File: src/rtl/ptae_pkg.sv
package ptae_pkg;

    localparam int DATA_W         = 32;
    localparam int PROD_W         = 2 * DATA_W;
    localparam int DEG_W          = 4;
    localparam int CMD_W          = 2;
    localparam int MAX_DEGREE_DEF = 15;
    localparam int FRAC_BITS_DEF  = 16;

    localparam logic [CMD_W-1:0] CMD_ADD   = 2'd0;
    localparam logic [CMD_W-1:0] CMD_EVAL  = 2'd1;
    localparam logic [CMD_W-1:0] CMD_CLEAR = 2'd2;

    // q16.16 range seen through the wide adder
    localparam logic signed [PROD_W-1:0] Q_MAX = 64'sh0000_0000_7FFF_FFFF;
    localparam logic signed [PROD_W-1:0] Q_MIN = 64'shFFFF_FFFF_8000_0000;

    typedef enum logic [3:0] {
        S_IDLE,
        S_ADD_RD,
        S_ADD_ACC,
        S_EV_RD,
        S_EV_LOAD,
        S_EV_MUL,
        S_EV_ACC,
        S_CLEAR,
        S_ZERO,
        S_DONE
    } t_state;

    typedef struct packed {
        logic zero;      // result forced to zero
        logic load;      // accumulator takes the store word
        logic mul;       // product register takes acc * x
        logic acc_add;   // acc = clamp(store word + coefficient)
        logic acc_eval;  // acc = clamp(round(product) + store word)
    } t_mac_ctrl;

    typedef struct packed {
        logic clear;
        logic we;
    } t_store_ctrl;

endpackage

File: src/rtl/ptae_cmd_if.sv
interface ptae_cmd_if;
    import ptae_pkg::*;

    logic                     valid;
    logic                     ready;
    logic [CMD_W-1:0]         cmd;
    logic signed [DATA_W-1:0] term_coefficient;
    logic [DEG_W-1:0]         term_degree;
    logic signed [DATA_W-1:0] eval_point;

    modport source (output valid, cmd, term_coefficient, term_degree, eval_point,
                    input ready);
    modport sink   (input valid, cmd, term_coefficient, term_degree, eval_point,
                    output ready);
endinterface

File: src/rtl/ptae_res_if.sv
interface ptae_res_if;
    import ptae_pkg::*;

    logic                     valid;
    logic                     ready;
    logic signed [DATA_W-1:0] value;
    logic                     saturated;

    modport source (output valid, value, saturated, input ready);
    modport sink   (input valid, value, saturated, output ready);
endinterface

File: src/rtl/ptae_coef_store.sv
module ptae_coef_store #(
    parameter int DEPTH  = ptae_pkg::MAX_DEGREE_DEF + 1,
    parameter int ADDR_W = $clog2(DEPTH)
) (
    input  logic                               i_clk,
    input  logic                               i_rst_n,
    input  ptae_pkg::t_store_ctrl              i_ctrl,
    input  logic [ADDR_W-1:0]                  i_waddr,
    input  logic signed [ptae_pkg::DATA_W-1:0] i_wdata,
    input  logic [ADDR_W-1:0]                  i_raddr,
    output logic signed [ptae_pkg::DATA_W-1:0] o_rdata
);
    import ptae_pkg::*;

    logic signed [DATA_W-1:0] r_mem [DEPTH];
    logic [DEPTH-1:0]         r_valid;
    logic signed [DATA_W-1:0] r_rdata;
    logic                     r_rvalid;

    // entries never written since clear read as zero
    always_ff @(posedge i_clk) begin
        if (!i_rst_n || i_ctrl.clear) begin
            r_valid <= '0;
        end else if (i_ctrl.we) begin
            r_valid[i_waddr] <= 1'b1;
        end
    end

    always_ff @(posedge i_clk) begin
        if (i_ctrl.we) begin
            r_mem[i_waddr] <= i_wdata;
        end
    end

    always_ff @(posedge i_clk) begin
        r_rdata  <= r_mem[i_raddr];
        r_rvalid <= r_valid[i_raddr];
    end

    assign o_rdata = r_rvalid ? r_rdata : '0;
endmodule

File: src/rtl/ptae_mac.sv
module ptae_mac #(
    parameter int FRAC_BITS = ptae_pkg::FRAC_BITS_DEF
) (
    input  logic                               i_clk,
    input  ptae_pkg::t_mac_ctrl                i_ctrl,
    input  logic signed [ptae_pkg::DATA_W-1:0] i_x,
    input  logic signed [ptae_pkg::DATA_W-1:0] i_coef,
    input  logic signed [ptae_pkg::DATA_W-1:0] i_rdata,
    output logic signed [ptae_pkg::DATA_W-1:0] o_sum,
    output logic signed [ptae_pkg::DATA_W-1:0] o_acc,
    output logic                               o_sat
);
    import ptae_pkg::*;

    // round to nearest, ties up
    localparam logic signed [PROD_W-1:0] HALF = PROD_W'((64'd1 << FRAC_BITS) >> 1);

    logic signed [DATA_W-1:0] r_acc;
    logic                     r_sat;
    logic signed [PROD_W-1:0] r_prod;

    logic signed [PROD_W-1:0] w_prod;
    logic signed [PROD_W-1:0] w_biased;
    logic signed [PROD_W-1:0] w_rnd;
    logic signed [PROD_W-1:0] w_opa;
    logic signed [PROD_W-1:0] w_opb;
    logic signed [PROD_W-1:0] w_sum;
    logic                     w_hi;
    logic                     w_lo;
    logic                     w_clip;
    logic signed [DATA_W-1:0] w_clamped;

    assign w_prod   = r_acc * i_x;
    assign w_biased = r_prod + HALF;
    assign w_rnd    = w_biased >>> FRAC_BITS;

    // one adder serves both the coefficient add and the horner step
    assign w_opa = i_ctrl.acc_add ? PROD_W'(i_rdata) : w_rnd;
    assign w_opb = i_ctrl.acc_add ? PROD_W'(i_coef)  : PROD_W'(i_rdata);
    assign w_sum = w_opa + w_opb;

    assign w_hi   = w_sum > Q_MAX;
    assign w_lo   = w_sum < Q_MIN;
    assign w_clip = w_hi | w_lo;

    always_comb begin
        if (w_hi) begin
            w_clamped = Q_MAX[DATA_W-1:0];
        end else if (w_lo) begin
            w_clamped = Q_MIN[DATA_W-1:0];
        end else begin
            w_clamped = w_sum[DATA_W-1:0];
        end
    end

    always_ff @(posedge i_clk) begin
        if (i_ctrl.zero) begin
            r_acc <= '0;
            r_sat <= 1'b0;
        end else if (i_ctrl.load) begin
            r_acc <= i_rdata;
            r_sat <= 1'b0;
        end else if (i_ctrl.acc_add) begin
            r_acc <= w_clamped;
            r_sat <= w_clip;
        end else if (i_ctrl.acc_eval) begin
            r_acc <= w_clamped;
            r_sat <= r_sat | w_clip;
        end
    end

    always_ff @(posedge i_clk) begin
        if (i_ctrl.mul) begin
            r_prod <= w_prod;
        end
    end

    assign o_sum = w_clamped;
    assign o_acc = r_acc;
    assign o_sat = r_sat;
endmodule

File: src/rtl/ptae_seq.sv
module ptae_seq #(
    parameter int MAX_DEGREE = ptae_pkg::MAX_DEGREE_DEF,
    parameter int ADDR_W     = $clog2(MAX_DEGREE + 1)
) (
    input  logic                               i_clk,
    input  logic                               i_rst_n,
    input  logic                               i_in_valid,
    input  logic [ptae_pkg::CMD_W-1:0]         i_cmd,
    input  logic signed [ptae_pkg::DATA_W-1:0] i_term_coefficient,
    input  logic [ptae_pkg::DEG_W-1:0]         i_term_degree,
    input  logic signed [ptae_pkg::DATA_W-1:0] i_eval_point,
    output logic                               o_in_ready,
    output logic                               o_out_valid,
    input  logic                               i_out_ready,
    output ptae_pkg::t_mac_ctrl                o_mac_ctrl,
    output ptae_pkg::t_store_ctrl              o_store_ctrl,
    output logic [ADDR_W-1:0]                  o_waddr,
    output logic [ADDR_W-1:0]                  o_raddr,
    output logic signed [ptae_pkg::DATA_W-1:0] o_coef,
    output logic signed [ptae_pkg::DATA_W-1:0] o_x
);
    import ptae_pkg::*;

    t_state                   r_state;
    t_state                   n_state;
    logic [ADDR_W-1:0]        r_deg;
    logic [ADDR_W-1:0]        n_deg;
    logic [DEG_W-1:0]         r_term_degree;
    logic signed [DATA_W-1:0] r_coef;
    logic signed [DATA_W-1:0] r_x;
    logic                     w_accept;
    logic                     w_deg_ok;
    logic [ADDR_W-1:0]        w_deg_addr;

    assign w_accept   = i_in_valid && (r_state == S_IDLE);
    assign w_deg_ok   = int'(i_term_degree) <= MAX_DEGREE;
    assign w_deg_addr = ADDR_W'(r_term_degree);

    always_ff @(posedge i_clk) begin
        if (!i_rst_n) begin
            r_state <= S_IDLE;
        end else begin
            r_state <= n_state;
        end
    end

    always_ff @(posedge i_clk) begin
        r_deg <= n_deg;
        if (w_accept) begin
            r_term_degree <= i_term_degree;
            r_coef        <= i_term_coefficient;
            r_x           <= i_eval_point;
        end
    end

    always_comb begin
        n_state = r_state;
        unique case (r_state)
            S_IDLE: begin
                if (w_accept) begin
                    unique case (i_cmd)
                        CMD_ADD:   n_state = w_deg_ok ? S_ADD_RD : S_ZERO;
                        CMD_EVAL:  n_state = S_EV_RD;
                        CMD_CLEAR: n_state = S_CLEAR;
                        default:   n_state = S_ZERO;
                    endcase
                end
            end
            S_ADD_RD:  n_state = S_ADD_ACC;
            S_ADD_ACC: n_state = S_DONE;
            S_EV_RD:   n_state = S_EV_LOAD;
            S_EV_LOAD: n_state = S_EV_MUL;
            S_EV_MUL:  n_state = S_EV_ACC;
            S_EV_ACC:  n_state = (r_deg == '0) ? S_DONE : S_EV_MUL;
            S_CLEAR:   n_state = S_DONE;
            S_ZERO:    n_state = S_DONE;
            S_DONE: begin
                if (i_out_ready) begin
                    n_state = S_IDLE;
                end
            end
            default:   n_state = S_IDLE;
        endcase
    end

    always_comb begin
        o_mac_ctrl   = '0;
        o_store_ctrl = '0;
        o_raddr      = r_deg;
        n_deg        = r_deg;
        unique case (r_state)
            S_ADD_RD: o_raddr = w_deg_addr;
            S_ADD_ACC: begin
                o_mac_ctrl.acc_add = 1'b1;
                o_store_ctrl.we    = 1'b1;
            end
            S_EV_RD: o_raddr = ADDR_W'(MAX_DEGREE);
            S_EV_LOAD: begin
                o_mac_ctrl.load = 1'b1;
                n_deg           = ADDR_W'(MAX_DEGREE - 1);
            end
            S_EV_MUL: o_mac_ctrl.mul = 1'b1;
            S_EV_ACC: begin
                o_mac_ctrl.acc_eval = 1'b1;
                n_deg               = r_deg - ADDR_W'(1);
            end
            S_CLEAR: begin
                o_mac_ctrl.zero    = 1'b1;
                o_store_ctrl.clear = 1'b1;
            end
            S_ZERO: o_mac_ctrl.zero = 1'b1;
            default: begin
            end
        endcase
    end

    assign o_in_ready  = (r_state == S_IDLE);
    assign o_out_valid = (r_state == S_DONE);
    assign o_waddr     = w_deg_addr;
    assign o_coef      = r_coef;
    assign o_x         = r_x;
endmodule

File: src/rtl/polynomial_term_accumulate_evaluate_core.sv
// channel     dir  handshake     word
// i_cmd_ch    in   valid/ready   cmd, term_coefficient, term_degree, eval_point
// o_res_ch    out  valid/ready   value, saturated
//
// one word in flight at a time; ready is high only while idle
// evaluate: the top coefficient is read and loaded, then each lower degree takes a multiply
//   step and a round/add/clamp step in the shared unit
// add: the stored coefficient is read, then added to and written back; clear and unused commands answer zero
// synchronous active-low reset; the store reads as all zero right after reset
// the result sits in the accumulator until the sink takes it
module polynomial_term_accumulate_evaluate_core #(
    parameter int MAX_DEGREE = ptae_pkg::MAX_DEGREE_DEF,
    parameter int FRAC_BITS  = ptae_pkg::FRAC_BITS_DEF
) (
    input  logic    i_clk,
    input  logic    i_rst_n,
    ptae_cmd_if.sink   i_cmd_ch,
    ptae_res_if.source o_res_ch
);
    import ptae_pkg::*;

    localparam int DEPTH  = MAX_DEGREE + 1;
    localparam int ADDR_W = $clog2(DEPTH);

    t_mac_ctrl                w_mac_ctrl;
    t_store_ctrl              w_store_ctrl;
    logic [ADDR_W-1:0]        w_waddr;
    logic [ADDR_W-1:0]        w_raddr;
    logic signed [DATA_W-1:0] w_rdata;
    logic signed [DATA_W-1:0] w_sum;
    logic signed [DATA_W-1:0] w_acc;
    logic                     w_sat;
    logic signed [DATA_W-1:0] w_coef;
    logic signed [DATA_W-1:0] w_x;
    logic                     w_in_ready;
    logic                     w_out_valid;

    // sequencer: holds the word, walks degrees from the top down
    ptae_seq #(
        .MAX_DEGREE (MAX_DEGREE),
        .ADDR_W     (ADDR_W)
    ) u_seq (
        .i_clk              (i_clk),
        .i_rst_n            (i_rst_n),
        .i_in_valid         (i_cmd_ch.valid),
        .i_cmd              (i_cmd_ch.cmd),
        .i_term_coefficient (i_cmd_ch.term_coefficient),
        .i_term_degree      (i_cmd_ch.term_degree),
        .i_eval_point       (i_cmd_ch.eval_point),
        .o_in_ready         (w_in_ready),
        .o_out_valid        (w_out_valid),
        .i_out_ready        (o_res_ch.ready),
        .o_mac_ctrl         (w_mac_ctrl),
        .o_store_ctrl       (w_store_ctrl),
        .o_waddr            (w_waddr),
        .o_raddr            (w_raddr),
        .o_coef             (w_coef),
        .o_x                (w_x)
    );

    // coefficient memory, one entry per degree, registered read
    ptae_coef_store #(
        .DEPTH  (DEPTH),
        .ADDR_W (ADDR_W)
    ) u_store (
        .i_clk   (i_clk),
        .i_rst_n (i_rst_n),
        .i_ctrl  (w_store_ctrl),
        .i_waddr (w_waddr),
        .i_wdata (w_sum),
        .i_raddr (w_raddr),
        .o_rdata (w_rdata)
    );

    // shared multiply / round / add / clamp unit, also the result register
    ptae_mac #(
        .FRAC_BITS (FRAC_BITS)
    ) u_mac (
        .i_clk   (i_clk),
        .i_ctrl  (w_mac_ctrl),
        .i_x     (w_x),
        .i_coef  (w_coef),
        .i_rdata (w_rdata),
        .o_sum   (w_sum),
        .o_acc   (w_acc),
        .o_sat   (w_sat)
    );

    assign i_cmd_ch.ready     = w_in_ready;
    assign o_res_ch.valid     = w_out_valid;
    assign o_res_ch.value     = w_acc;
    assign o_res_ch.saturated = w_sat;
endmodule

File: src/flat_wrapper.sv
// flat-port wrapper written by rule: the top's interface ports become plain ports
module polynomial_term_accumulate_evaluate_core_flat import ptae_pkg::*;
#(
    parameter int MAX_DEGREE = ptae_pkg::MAX_DEGREE_DEF,
    parameter int FRAC_BITS  = ptae_pkg::FRAC_BITS_DEF
)
  (i_clk, i_rst_n, i_cmd_ch_valid, i_cmd_ch_cmd, i_cmd_ch_term_coefficient, i_cmd_ch_term_degree, i_cmd_ch_eval_point, i_cmd_ch_ready, o_res_ch_valid, o_res_ch_value, o_res_ch_saturated, o_res_ch_ready);
  ptae_cmd_if i_cmd_ch_i ();
  ptae_res_if o_res_ch_i ();
  input  logic i_clk;
  input  logic i_rst_n;
  input wire logic [$bits(i_cmd_ch_i.valid)-1:0] i_cmd_ch_valid;
  input wire logic [$bits(i_cmd_ch_i.cmd)-1:0] i_cmd_ch_cmd;
  input wire logic [$bits(i_cmd_ch_i.term_coefficient)-1:0] i_cmd_ch_term_coefficient;
  input wire logic [$bits(i_cmd_ch_i.term_degree)-1:0] i_cmd_ch_term_degree;
  input wire logic [$bits(i_cmd_ch_i.eval_point)-1:0] i_cmd_ch_eval_point;
  output wire logic [$bits(i_cmd_ch_i.ready)-1:0] i_cmd_ch_ready;
  output wire logic [$bits(o_res_ch_i.valid)-1:0] o_res_ch_valid;
  output wire logic [$bits(o_res_ch_i.value)-1:0] o_res_ch_value;
  output wire logic [$bits(o_res_ch_i.saturated)-1:0] o_res_ch_saturated;
  input wire logic [$bits(o_res_ch_i.ready)-1:0] o_res_ch_ready;
  assign i_cmd_ch_i.valid = i_cmd_ch_valid;
  assign i_cmd_ch_i.cmd = i_cmd_ch_cmd;
  assign i_cmd_ch_i.term_coefficient = i_cmd_ch_term_coefficient;
  assign i_cmd_ch_i.term_degree = i_cmd_ch_term_degree;
  assign i_cmd_ch_i.eval_point = i_cmd_ch_eval_point;
  assign i_cmd_ch_ready = i_cmd_ch_i.ready;
  assign o_res_ch_valid = o_res_ch_i.valid;
  assign o_res_ch_value = o_res_ch_i.value;
  assign o_res_ch_saturated = o_res_ch_i.saturated;
  assign o_res_ch_i.ready = o_res_ch_ready;
  polynomial_term_accumulate_evaluate_core #(.MAX_DEGREE(MAX_DEGREE), .FRAC_BITS(FRAC_BITS)) u_core (.i_clk(i_clk), .i_rst_n(i_rst_n), .i_cmd_ch(i_cmd_ch_i), .o_res_ch(o_res_ch_i));
endmodule
File: config.mk
export PLATFORM = sky130hd
export DESIGN_NAME = polynomial_term_accumulate_evaluate_core_flat
export DESIGN_NICKNAME = d
export VERILOG_FILES = /design/src/rtl/ptae_pkg.sv /design/src/rtl/ptae_cmd_if.sv /design/src/rtl/ptae_res_if.sv /design/src/rtl/ptae_coef_store.sv /design/src/rtl/ptae_mac.sv /design/src/rtl/ptae_seq.sv /design/src/rtl/polynomial_term_accumulate_evaluate_core.sv /design/src/flat_wrapper.sv
export SDC_FILE = /design/constraint.sdc
export NUM_CORES = 2
export LEC_CHECK = 0
export BUFFER_PORTS_ARGS = -buffer_cell sky130_fd_sc_hd__buf_2
export CAP_MARGIN = 20
export CORE_AREA = 10 10 374 376
export DETAILED_ROUTE_END_ITERATION = 10
export DIE_AREA = 0 0 384 386
export PLACE_DENSITY = 0.74
export RECOVER_POWER = 25
export SYNTH_ARGS = -nofsm -noshare
export SYNTH_HDL_FRONTEND = slang
export SYNTH_SLANG_ARGS = --single-unit
export TNS_END_PERCENT = 100
File: constraint.sdc
create_clock -name i_clk -period 15.5 [get_ports i_clk]
set_input_delay 1.55 -clock i_clk [delete_from_list [all_inputs] [get_ports i_clk]]
set_output_delay 1.55 -clock i_clk [all_outputs]
set_load 0.01 [all_outputs]
Word-level counts from Yosys, hierarchy flattened
Memories as Yosys holds them, arrays and structs flattened. A register that Yosys moved wholly into a read port is not among the register bits. Cells that the tools add are included.

Bits in registers: 190. RAM bits: 512. Input port bits: 74. Output and inout port bits: 35. Word-level logic and storage cells: 79. Memories: 1.

Add/sub/neg operators: 3. Multiply operators: 1. Magnitude comparators: 5. Eq/ne operators: 13. Mux-type cells: 29. Bitwise operators: 3. Reductions and logical operators: 14.

Memories: u_core.u_store.r_mem (words 16, width 32, read ports 1, clocked after memory_dff 1, wr ports 1, line ptae_coef_store.sv:15) `logic signed [DATA_W-1:0] r_mem [DEPTH];`.

Operators with widths (count): 32-bit 2-to-1 mux (6); 64-bit 2-to-1 mux (2); 64-bit by 17-bit adder with 64-bit output, second input constant (1); 64-bit adder (1); 64-bit by 32-bit > comparator with 1-bit output, second input constant (1); 64-bit by 32-bit less-than comparator with 1-bit output, second input constant (1); 32-bit by 32-bit multiplier with 64-bit output (1); 4-bit case mux with 8 select lines (1); 4-bit by 3-bit == test with 1-bit output, second input constant (4); 16-bit bitwise OR (1); 4-bit case mux with 2 select lines (2); 1-bit 2-to-1 mux (12); 4-bit 2-to-1 mux (3); 4-bit case mux with 3 select lines (1); 4-bit by 5-bit less-than comparator with 1-bit output, second input constant (2); 4-bit by 2-bit == test with 1-bit output, second input constant (2); 4-bit == test, second input constant (2); 4-bit zero test (2); 1-bit binary-select mux with 4-bit select (1); 1-bit demux with 4-bit select (1); 4-bit by 1-bit == test with 1-bit output, second input constant (1); 4-bit by 1-bit >= comparator with 1-bit output, second input constant (1); 2-bit by 1-bit inequality test with 1-bit output, second input constant (2); 2-bit nonzero test (2); 12 further kinds (15).

Longest topological paths before layout
Word-level depth: 10. Depth in mapped cells: 29. Mapped depth without buffers: 28.

Modules after synthesis
From an unflattened synthesis, not the netlist that was laid out.

Cell total of the unflattened synthesis: 5796. Area total of the unflattened synthesis: 66732.8 um^2.

By module, submodules not included: ptae_mac (instances 1, cells each 4730, area each 43198.9 um^2, sequential area each 2132.0 um^2); ptae_coef_store (instances 1, cells each 918, area each 20818.7 um^2, sequential area each 16355.7 um^2); ptae_seq (instances 1, cells each 148, area each 2715.1 um^2, sequential area each 2242.2 um^2).

Worst setup path before layout
No wires, ideal clock.

Kind: register to register. From: register u_core.u_mac.r_acc[31], in the netlist u_core.u_mac.o_acc[31]. To: register u_core.u_mac.r_prod[60] (data pin). Library setup time: 0.258 ns. Arrival: 7.434 ns. Required time: 15.242 ns. Setup slack: 7.808 ns. Stages on the path, launching flop included: 22. Buffers on the path: 1. Period minus slack after synthesis: 7.692 ns. Cells stage by stage: dfxtp_1 -> clkbuf_1 -> nand2_1 -> inv_1 -> fa_1 -> fa_1 -> fa_1 -> fa_1 -> fa_1 -> fa_1 -> fa_1 -> fa_1 -> ha_1 -> nand4_1 -> nor4_1 -> a31oi_1 -> o31ai_1 -> a31oi_1 -> o21a_1 -> o21ai_0 -> a31oi_1 -> xnor2_1.

Word-level cells in the longest chain between the ends: 1.

RTL lines: start, declared (line ptae_mac.sv:18) `logic signed [DATA_W-1:0] r_acc;`; start signal, assigned (line ptae_mac.sv:61) `r_acc <= i_rdata;`; start signal, assigned (line ptae_mac.sv:64) `r_acc <= w_clamped;`; start signal, assigned (line ptae_mac.sv:67) `r_acc <= w_clamped;`; 32-bit by 32-bit multiplier with 64-bit output (line ptae_mac.sv:33) `assign w_prod = r_acc * i_x;`; named net u_core.u_mac.w_prod[60] (line ptae_mac.sv:22) `logic signed [PROD_W-1:0] w_prod;`; end signal, assigned (line ptae_mac.sv:74) `r_prod <= w_prod;`; end, declared (line ptae_mac.sv:20) `logic signed [PROD_W-1:0] r_prod;`.

The timed path passes the listed nets, and every way through them passes these cells. A chain may end at the register's enable or synchronous reset.

Worst setup path after layout
From: register u_core.u_seq.r_state[0]. To: register u_core.u_mac.r_acc[18], in the netlist u_core.u_mac.o_acc[18].

Word-level cells in the longest chain between the ends: 10. Elaborated cells on any way between the ends: 21. Those cells by class: add/sub (1); order compare (2); eq/ne (5); mux (11); reduce/logical (2).

RTL lines: start, declared (line ptae_seq.sv:24) `t_state r_state;`; start signal, assigned (line ptae_seq.sv:43) `r_state <= n_state;`; 4-bit by 2-bit == test with 1-bit output * (line ptae_seq.sv:91) `unique case (r_state)`; 1-bit 2-to-1 mux * (line ptae_seq.sv:91); 64-bit 2-to-1 mux (on tied branches) (line ptae_mac.sv:38, ptae_mac.sv:39); 64-bit adder * (line ptae_mac.sv:40) `assign w_sum = w_opa + w_opb;`; 64-bit by 32-bit less-than comparator with 1-bit output (line ptae_mac.sv:43) `assign w_lo = w_sum < Q_MIN;`; 32-bit 2-to-1 mux (line ptae_mac.sv:49) `end else if (w_lo) begin`; 32-bit 2-to-1 mux * (line ptae_mac.sv:47) `if (w_hi) begin`; named net u_core.u_mac.o_sum, one bit (line ptae_mac.sv:9) `output logic signed [ptae_pkg::DATA_W-1:0] o_sum,`; 32-bit 2-to-1 mux (line ptae_mac.sv:66) `end else if (i_ctrl.acc_eval) begin`; 32-bit 2-to-1 mux * (line ptae_mac.sv:63) `end else if (i_ctrl.acc_add) begin`; 32-bit 2-to-1 mux * (line ptae_mac.sv:60) `end else if (i_ctrl.load) begin`.

Mark *: on every way through the listed nets, which the timed path passes. The rest lies on a longest branch. The select of a mux whose other input is x is not followed.

==> summary.md <==
| Metric | Value |
|---|---|
| Status | `complete, but fails checks` |
| Failing checks | `capacitance limit, slew limit` |
| Relative slew slack | `-1.27` |
| Die width | `384 um` |
| Fraction of layout instances using a drive strength above 1 | `0.0529` |
| Capturing element type of the critical path | `flop` |
| Starting Density | `0.505` |
| Post-synthesis sequential area ratio | `0.310` |
| Endpoints failing hold | `0` |
| Drt pass-1 iters | `5` |
| Ys flop type | `edfxtp_1` |
| Ys async rst share | `0` |
| Synth top area cells | `fa_1, edfxtp_1, and2_1, inv_1, nand2_1` |
| Slew Viols, Final | `1297` |
| Die area | `0.148 mm^2` |
| Synth cell types | `77` |
| Synth top area share | `0.323` |
| Post-CTS Setup Inserts | `0` |
| Finish-stage setup viols | `0` |
| Core footprint | `0.133 mm^2` |
| Dpl cell area | `0.0694 mm^2` |
| Number of H-tree levels | `3` |
| Vias/cell | `5.81` |
| Hold Path Class | `flop to flop` |
| Placed Instances | `7963` |
| Fin cells | `8118` |
| Mapped Cells | `6334` |
| Io pins | `109` |
| Fmax | `95.9 MHz` |
| Cts hold-fix bufs | `0` |
| Utilization after layout | `0.542` |
| Largest net degree at the start of global routing | `105` |
| Worst r2r dst | `u_core.u_mac.o_acc[18]` |
| Final WL | `183000 um` |
| Max FO, Critical Path | `79` |
| Total number of vias | `47141` |
| Vias in the first global route | `49981` |
| Kind of critical path | `flop to flop` |
| Design Area, Final | `0.0719 mm^2` |
| Number of synthesized flops with an enable pin | `633` |
| Tot GR Track Use | `0.249` |
| Worst min-delay path startpoint | `u_core.u_store.r_valid[1]` |
| Clock slew at reported path FFs | `60 ps` |
| Total Nets Final | `7673` |
| Most common cell after layout, fill and taps aside | `fa_1` |
| Gr ovfl total | `0` |
| DRT iter0 DRCs | `4167` |
| Reg2reg path depth | `19` |
| Post-synthesis average cell area | `10.6 um^2` |
| Antenna Nets Post-Route | `0` |
| First-pass GRT wire length | `287000 um` |
| Syn_nets | `7722` |
| Ys Warns | `0` |
| DR WL/cell | `22.5 um` |
| FF-to-FF Start | `u_core.u_seq.r_state[0]` |
| Worst Setup Start Kind | `flop` |
| Endpoint, Worst Hold | `u_core.u_store.r_valid[1]` |
| Antenna violations before repair | `4` |
| Synth Cell Area | `0.0670 mm^2` |
| Max Clock Skew | `71.7 ps` |
| Placer Congestion | `0.940` |
| Min Tclk post-route | `10420 ps` |
| Seq cells post-synth | `719` |
| Setup TNS | `0 ps` |
| Die height | `386 um` |
| Cell depth of the worst hold path | `1` |
| Layout area overhead | `7.36%` |
| Flop-to-flop setup slack | `5080 ps` |
| CTS tree | `done` |
| WP data arrival | `10980 ps` |
| Most frequent cells in the layout | `fa_1, inv_1, nand2_1, and2_1, edfxtp_1` |
| RSZ-0062 raised after global routing | `false` |
| Clock sink count | `719` |
| Max_cap viols | `39` |
| # rows | `134` |
| Tightest Pin Transition | `3400 ps` |
| Cells resized by post-CTS repair | `0` |
| Port Buf Inserts | `108` |
| Period utilization | `0.673` |
| Root Buffer | `clkbuf_16` |
| CTS Buffer Depth | `3` |
| Worst-Skew Late Latency | `700 ps` |
| HPWL after DPL | `126000 um` |
| WP data required | `16050 ps` |
| CTS buffer count | `77` |
| Largest area contributor in the netlist | `fa_1` |
| # DRC | `0` |
[through the flow]
stage          setup slack (ps)  hold slack, ps
2_1_floorplan              7810             432
3_3_place_gp               6770             439
3_5_place_dp               6670             445
4_1_cts                    6620             458
5_1_grt                    4710             479
6_report                   5080             459
[metal layers]
metal  global-route usage  wire, um  vias up
li1                     -         -    20264
met1                0.330     71000    24148
met2                0.403     86000     2223
met3               0.0462     17100      502
met4                0.105      8580        4
met5                    0        26        -
[cells by family (layout without fill, tap and decap cells)]
family	Yosys count	count (layout)	synth area share
DFF	719	719	0.310
buffers and inverters	1327	1342	0.0748
AOI/OAI and AO/OA	879	879	0.0876
adders and majority gates	1314	1314	0.367
muxes	3	3	0.000467
xor gates and xnor gates	150	150	0.0196
other	0	1	0
and+or+nand+nor	1942	1942	0.141
[synthesized netlist by cell type, types with 10 or more instances]
cell type / n
a211oi_1: 178
a21o_1: 68
a21oi_1: 172
a2bb2oi_1: 16
a311oi_1: 70
a31oi_1: 97
and2_0: 14
and2_1: 639
and3_1: 18
buf_1: 15
buf_2: 10
clkbuf_1: 343
dfxtp_1: 86
edfxtp_1: 633
fa_1: 1082
ha_1: 232
inv_1: 957
nand2_1: 941
nand2b_1: 21
nand3_1: 41
nand4_1: 33
nor2_1: 130
nor2b_1: 12
nor3_1: 27
o211ai_1: 10
o21a_1: 31
o21ai_0: 131
o21ai_1: 21
o21bai_1: 15
or3_1: 22
xnor2_1: 97
xor2_1: 53
[state kept, by name (all words and copies together), names as in the netlist]
register                 cells
u_core.u_mac.r_prod         49
u_core.u_store.r_rvalid      1
u_core.u_seq.o_waddr         4
u_core.u_seq.r_state         4
u_core.u_store.r_valid      16
u_core.u_mac.o_sat           1
u_core.u_seq.r_deg           4
u_core.u_seq.o_coef         32
u_core.u_seq.o_x            32
u_core.u_store.r_rdata      32
u_core.u_mac.o_acc          32
u_core.u_store.r_mem       512
[worst max-delay path: stages, from the launching register on]
cell,delay (ps)
dfxtp_1,580
nor2_1,140
and2_0,720
nand2_2,240
clkbuf_1,2390
o21ai_0,790
ha_1,630
nand2_1,130
nor2_1,260
nand4_1,170
a211oi_1,750
or2_0,430
a311oi_1,230
a2111oi_0,700
o2111ai_1,210
nor4bb_1,410
a41o_1,230
buf_4,380
o21ai_1,480
a21o_1,350
[worst max-delay path by stage]
stage,to,cells after the start,from,slack [ps]
floorplan,u_core.u_mac.r_prod[60],21,u_core.u_mac.o_acc[31],7810
global placement,u_core.u_mac.r_prod[60],26,u_core.u_seq.o_x[31],6770
detailed placement,u_core.u_mac.r_prod[60],26,u_core.u_seq.o_x[31],6670
CTS,u_core.u_mac.r_prod[60],21,u_core.u_seq.o_x[2],6620
global route,u_core.u_mac.o_acc[18],19,u_core.u_seq.r_state[0],4710
finish,u_core.u_mac.o_acc[18],19,u_core.u_seq.r_state[0],5080
[cell type report]
type,count,area (um^2)
multi-input combinational,4288,41300
fill,11227,60700
inverter,957,3590
antenna,1,2.50
sequential,719,20700
tap,1768,2210
clock buffer,103,2090
clock inverter,40,504
timing repair buffer,242,1440
Power is not shown: default switching activity piles up to over one toggle a cycle in this logic, so the estimate is an artifact.
